File: config.mk
export PLATFORM = sky130hd
export DESIGN_NAME = sprt_ram
export DESIGN_NICKNAME = d
export VERILOG_FILES = /design/src/rtl/sprt_ram.sv
export SDC_FILE = /design/constraint.sdc
export NUM_CORES = 1
export LEC_CHECK = 0
export ABC_AREA = 1
export BUFFER_PORTS_ARGS = -buffer_cell sky130_fd_sc_hd__clkbuf_2
export CORE_ASPECT_RATIO = 1.1
export CORE_MARGIN = 2
export CORE_UTILIZATION = 55
export CTS_BUF_LIST = sky130_fd_sc_hd__clkbuf_4 sky130_fd_sc_hd__clkbuf_8
export CTS_CLUSTER_SIZE = 40
export DETAILED_ROUTE_END_ITERATION = 16
export PLACE_DENSITY = 0.69
export SKIP_LAST_GASP = 1
export SYNTH_ARGS = -nofsm -noshare
export SYNTH_HDL_FRONTEND = slang
export SYNTH_SLANG_ARGS = --single-unit
File: constraint.sdc
create_clock -name i_clk -period 2.2 [get_ports i_clk]
set_clock_uncertainty 0.1 [all_clocks]
set_input_delay 0.44 -clock i_clk [delete_from_list [all_inputs] [get_ports i_clk]]
set_output_delay 0.44 -clock i_clk [all_outputs]
set_load 0.1 [all_outputs]
File: src/rtl/sprt_ram.sv
// ----------------------------------------------------------------------------
// sprt_ram
// Simple dual port synchronous RAM, one write and one registered read port.
// ----------------------------------------------------------------------------
module sprt_ram #(
    parameter int WIDTH  = 8,
    parameter int DEPTH  = 16,
    parameter int ADDR_W = $clog2(DEPTH)
) (
    input  logic              i_clk,
    input  logic              i_we,
    input  logic [ADDR_W-1:0] i_waddr,
    input  logic [WIDTH-1:0]  i_wdata,
    input  logic [ADDR_W-1:0] i_raddr,
    output logic [WIDTH-1:0]  o_rdata
);

    logic [WIDTH-1:0] r_mem [DEPTH];
    logic [WIDTH-1:0] r_rdata;

    always_ff @(posedge i_clk) begin
        if (i_we) begin
            r_mem[i_waddr] <= i_wdata;
        end
        r_rdata <= r_mem[i_raddr];
    end

    assign o_rdata = r_rdata;

endmodule

==> results of run 1 <==
[stage by stage]
step,worst slack (ns),instances,utilization [%],power (mW)
2_1_floorplan,0.709,551,-,3.29
3_3_place_gp,0.471,714,58.9,3.42
3_5_place_dp,0.457,714,58.9,3.43
4_1_cts,0.355,746,62.4,5.25
5_1_grt,0.331,746,62.4,5.41
6_report,0.367,746,62.4,5.23
[placed cells by master (no fill, tap or decap), drive strengths merged]
cell and instances:
clkbuf 42, clkinv 7, nor2 17, nand3b 2, clkinvlp 5, nand2 173
bufinv 1, inv 104, buf 19, edfxtp 128, dfxtp 8, nand3 97
[path summary, 6_finish.rpt]
| check | from | endpoint | slack [ns] | cells after the start |
|---|---|---|---|---|
| max | o_rdata[7] | o_rdata[7] | 0.37 | 1 |
| min | i_raddr[3] | o_rdata[4] | 0.32 | 3 |
| max reg2reg | r_mem[1][2] | o_rdata[2] | 1.09 | 6 |
| min reg2reg | r_mem[14][4] | o_rdata[4] | 0.57 | 6 |
[final cells by class]
cell class	instances	area share [%]
multi-input cells	289	18.9
flip-flops and latches	136	62.3
clock inverters	15	2.03
well taps	143	2.79
clock buffers	17	3.64
repair buffers	44	4.36
inverters	102	5.96
[layer usage]
layer / part of all wire, % / GRT usage (%) / vias up
met5: 0 / 0 / -
met4: 2.2 / 8.56 / 0
li1: - / - / 1852
met2: 49 / 35.7 / 153
met3: 7.5 / 6.53 / 20
met1: 41 / 31.9 / 1806
[where the power goes]
part	switching, mW	internal, mW
sequential	0.0186	2.89
combinational	0.354	0.101
clock	0.971	0.889
[flip-flops by register name, summed over array words and instances, names as in the netlist]
| register | count |
|---|---|
| o_rdata | 8 |
| r_mem | 128 |
[cells by family after synthesis]
| kind of cell | after synthesis | synth area share, % |
|---|---|---|
| flip-flops | 136 | 69.4 |
| buffers and inverters | 126 | 9.52 |
| AND/OR/NAND/NOR | 289 | 21.0 |
==> summary.md, run 1 <==
| Metric | Value |
|---|---|
| Cell Area, Placed | `0.00606 mm^2` |
| Root buffer cell | `clkbuf_8` |
| Post-synth EDFFs | `128` |
| Die width | `102 um` |
| Die span in y | `111 um` |
| Reg clk slew, reported paths | `0.08 ns` |
| Main flop type after synthesis | `edfxtp_1` |
| Vias in the first global route | `3,743` |
| Reg area | `0.00400 mm^2` |
| Mapped Nets | `569` |
| RSZ-0062 raised after global routing | `false` |
| CP peak stage delay | `0.47 ns` |
| Top delay family on crit path | `buffers and inverters` |
| CTS Hold Bufs | `0` |
| Yosys reg bits | `136` |
| Total wire length | `12,000 um` |
| Footprint of the multi-input gates | `0.00121 mm^2` |
| Syn-to-layout area delta | `11.4%` |
| Arrival @ worst endpoint | `1.29 ns` |
| Finished Cell Area | `0.00642 mm^2` |
| GRT overflow | `0` |
| Worst-Margin Slew | `0.646 ns` |
| Synthesized area | `0.00577 mm^2` |
| DR vias/cell | `5.14` |
| Run status | `complete, no violations` |
| I/O pin count | `26` |
| Skew-Pair Late Insertion Delay | `0.45 ns` |
| # setup viols final | `0` |
| Nets | `608` |
| Final Max Tran Viols | `0` |
| Initial Utilization | `56.0%` |
| Worst Path Buf+Inv | `1` |
| IO Port Bufs | `25` |
| Fillers | `804` |
| Top-count cell post-synth | `nand2_1` |
| DRT antenna net count | `0` |
| Total GRT Usage | `23.3%` |
| Post CTS Setup Buffer Count | `0` |
| Drt initial violations | `337` |
| CTS tree | `built` |
| Min Tclk post-route | `1.83 ns` |
| Hold crit path type | `input port to flip-flop` |
| Sum Neg Setup Slack | `0 ns` |
| Critical path data required time | `1.66 ns` |
| Crit end category | `primary output` |
| Seq/Total Area, Yosys | `69.4%` |
| Slew margin rel. | `56.8%` |
| Detailed-route via count | `3,831` |
| Synth area leaders | `edfxtp_1 67%, nand2_1 11%, nand3_1 8.4%, inv_1 6.5%, dfxtp_1 2.8%` |
| First-pass GRT wire length | `19,200 um` |
| P_leak | `2.80 nW` |
| DRC viols | `0` |
| Mapped Avg Cell Area | `10.5 um^2` |
| Share of cells above drive strength 1 | `12.8%` |
| Post-synth top cells | `173 x nand2_1, 128 x edfxtp_1, 100 x inv_1` |
| Synth area leader | `edfxtp_1` |
| Hold Vio Cnt, Final | `0` |
| Slowest stage cell, crit path | `clkbuf_2` |
| Largest net degree at the start of global routing | `65` |
| Synth cell types | `12` |
| Post-synth top area share | `66.7%` |
| Max-Cap Viols | `0` |
| Die footprint | `0.0113 mm^2` |
| Initial antenna violation count | `0` |
| Worst Hold Slack | `0.317 ns` |
| Fmax | `546 MHz` |
| CP Max Fanout | `1` |
| CTS resizes | `0` |
| Clock buffer depth | `2` |
| Number of CTS-inserted buffers | `17` |
| Worst path cell trace | `clkbuf_2` |
| CP Class | `flip-flop to primary output` |
| Drt pass-1 iters | `5` |
| Startpoint types | `flip-flop` |
| Clock H-tree levels | `4` |
| GPL Wtd Cong | `0.811` |
| Row count | `39` |
| Syn Inst Count | `551` |
| Async S/R FF share, synth | `0%` |
| Yosys warns | `0` |
| Maximum VDD drop | `508 uV` |
| DP Wirelength | `7210 um` |
| # diodes | `0` |
| Power per cell area | `814 mW/mm^2` |
| Period utilization | `83.3%` |
| Core area | `0.0103 mm^2` |
| Routed WL per cell | `16.1 um` |
| CTS sink count | `136` |
No activity file was read; power rests on OpenSTA's default activity.
==> inputs of run 2 (changes only) <==
- clock period: 2.2 -> 1.84 ns (I/O delays scaled with it)
==> run 2 against run 1 <==
Non-clock buffer count is 10 higher. Clock power up 30%. Worst setup slack worse by 0.28 ns. First-iteration DRC count shrank 16%. Combinational power is 23% higher. Flip-flop and latch count unchanged. Sequential power up 20%. Power grew 24%. Critical path depth unchanged. Global-route usage is 0.28 points higher. Die area unchanged.
==> summary.md, run 2 (synthesized netlist as in run 1, its figures left out) <==
| Metric | Value |
|---|---|
| Run status | `complete, no violations` |
| Reg clk slew, reported paths | `0.08 ns` |
| Met1 WL | `5170 um` |
| CTS Hold Bufs | `0` |
| Vias in the first global route | `3,854` |
| P_leak | `2.88 nW` |
| Max-Cap Viols | `0` |
| Initial antenna violation count | `0` |
| Commonest non-fill, non-tap cell in the layout | `nand2_1` |
| Die footprint | `0.0113 mm^2` |
| CP peak stage delay | `0.48 ns` |
| CP Max Fanout | `1` |
| Number of CTS-inserted buffers | `17` |
| DR WL met2 | `6100 um` |
| Startpoint types | `flip-flop` |
| Routed WL per cell | `16.3 um` |
| Critical path data required time | `1.37 ns` |
| Largest net degree at the start of global routing | `37` |
| CP Class | `flip-flop to primary output` |
| Initial Utilization | `56.0%` |
| Detailed-route via count | `3,857` |
| Worst Path Buf+Inv | `1` |
| Dpl ws | `0.287 ns` |
| Reg with most FFs | `r_mem` |
| DP Wirelength | `7870 um` |
| Share of cells above drive strength 1 | `14.4%` |
| Sum Neg Setup Slack | `0 ns` |
| Arrival @ worst endpoint | `1.29 ns` |
| Crit end category | `primary output` |
| First-pass GRT wire length | `19,400 um` |
| Worst path cell trace | `clkbuf_2` |
| Fillers | `822` |
| DRT antenna net count | `0` |
| Clock H-tree levels | `4` |
| CTS resizes | `0` |
| RSZ-0062 raised after global routing | `false` |
| Top sig layer | `met4` |
| IO Port Bufs | `25` |
| Die width | `102 um` |
| Period utilization | `95.4%` |
| Top delay family on crit path | `buffers and inverters` |
| Hold crit path type | `input port to flip-flop` |
| Maximum VDD drop | `640 uV` |
| DRC viols | `0` |
| CTS sink count | `136` |
| Post CTS Setup Buffer Count | `0` |
| Root buffer cell | `clkbuf_8` |
| CTS tree | `built` |
| Finished Cell Area | `0.00656 mm^2` |
| Final Total Pwr | `6.46 mW` |
| I/O pin count | `26` |
| Drt pass-1 iters | `5` |
| Power per cell area | `985 mW/mm^2` |
| Skew-Pair Late Insertion Delay | `0.43 ns` |
| Drt initial violations | `283` |
| Worst-Margin Slew | `0.544 ns` |
| Clock buffer depth | `2` |
| DR vias/cell | `5.10` |
| Reg area | `0.00400 mm^2` |
| Met3 wire length | `772 um` |
| Row count | `39` |
| Nets | `618` |
| # diodes | `0` |
| Slew margin rel. | `63.9%` |
| Slowest stage cell, crit path | `clkbuf_2` |
| GPL Wtd Cong | `0.840` |
| Footprint of the multi-input gates | `0.00121 mm^2` |
| Core area | `0.0103 mm^2` |
| Total wire length | `12,300 um` |
| Most frequent cells in the layout | `173 x nand2_1, 128 x edfxtp_1, 100 x inv_1` |
| GRT overflow | `0` |
| Total GRT Usage | `23.5%` |
| Min Tclk post-route | `1.76 ns` |
| Placed insts | `724` |
| # setup viols final | `0` |
| Die span in y | `111 um` |
| Max FFs per register | `128` |
| Final Non-Filler Cells | `756` |
| Syn-to-layout area delta | `13.8%` |
| Hold Vio Cnt, Final | `0` |
| Fmax | `569 MHz` |
| Cell Area, Placed | `0.00616 mm^2` |
| Final setup margin | `0.0841 ns` |
| Final Max Tran Viols | `0` |
-- run 2: cell types whose count changed in the layout (fill, tap and decap cells not counted), sizes merged --
| cell | change |
|---|---|
| inv | +1 |
| bufinv | +1 |
| clkinv | -2 |
| clkinvlp | -2 |
| buf | +10 |
| clkbuf | +2 |
-- run 2: metrics by stage --
| step | hold slack (ns) | utilization [%] |
|---|---|---|
| floorplan | 0.367 | - |
| global placement | 0.536 | 59.8 |
| detailed placement | 0.549 | 59.8 |
| CTS | 0.231 | 63.7 |
| global route | 0.246 | 63.7 |
| finish | 0.259 | 63.7 |
-- run 2: cell type report --
cell class | count | area share, %
multi-input combinational | 289 | 18.5
tap | 143 | 2.73
sequential | 136 | 61.0
clock inverter | 13 | 2.21
timing repair buffer | 54 | 5.80
inverter | 102 | 5.84
clock buffer | 19 | 3.89
-- run 2: final timing paths --
kind / from / to / slack (ns) / cells after the start
min reg2reg: r_mem[10][3] / o_rdata[3] / 0.57 / 6
min: i_wdata[7] / r_mem[1][7] / 0.26 / 1
max: o_rdata[2] / o_rdata[2] / 0.08 / 1
max reg2reg: r_mem[7][0] / o_rdata[0] / 0.77 / 6
-- run 2: per-layer routing --
| layer | global-route usage [%] | up-vias |
|---|---|---|
| met1 | 30.7 | 1830 |
| met4 | 9.91 | 0 |
| met3 | 5.96 | 20 |
| met2 | 37.6 | 133 |
| met5 | 0 | - |
| li1 | - | 1874 |
-- run 2: where the power goes --
part           total, mW  switching, mW  internal, mW  leakage, nW
Sequential          3.48         0.0231          3.46         1.22
Clock               2.42           1.15          1.27        0.196
Combinational      0.561          0.426         0.135         1.46
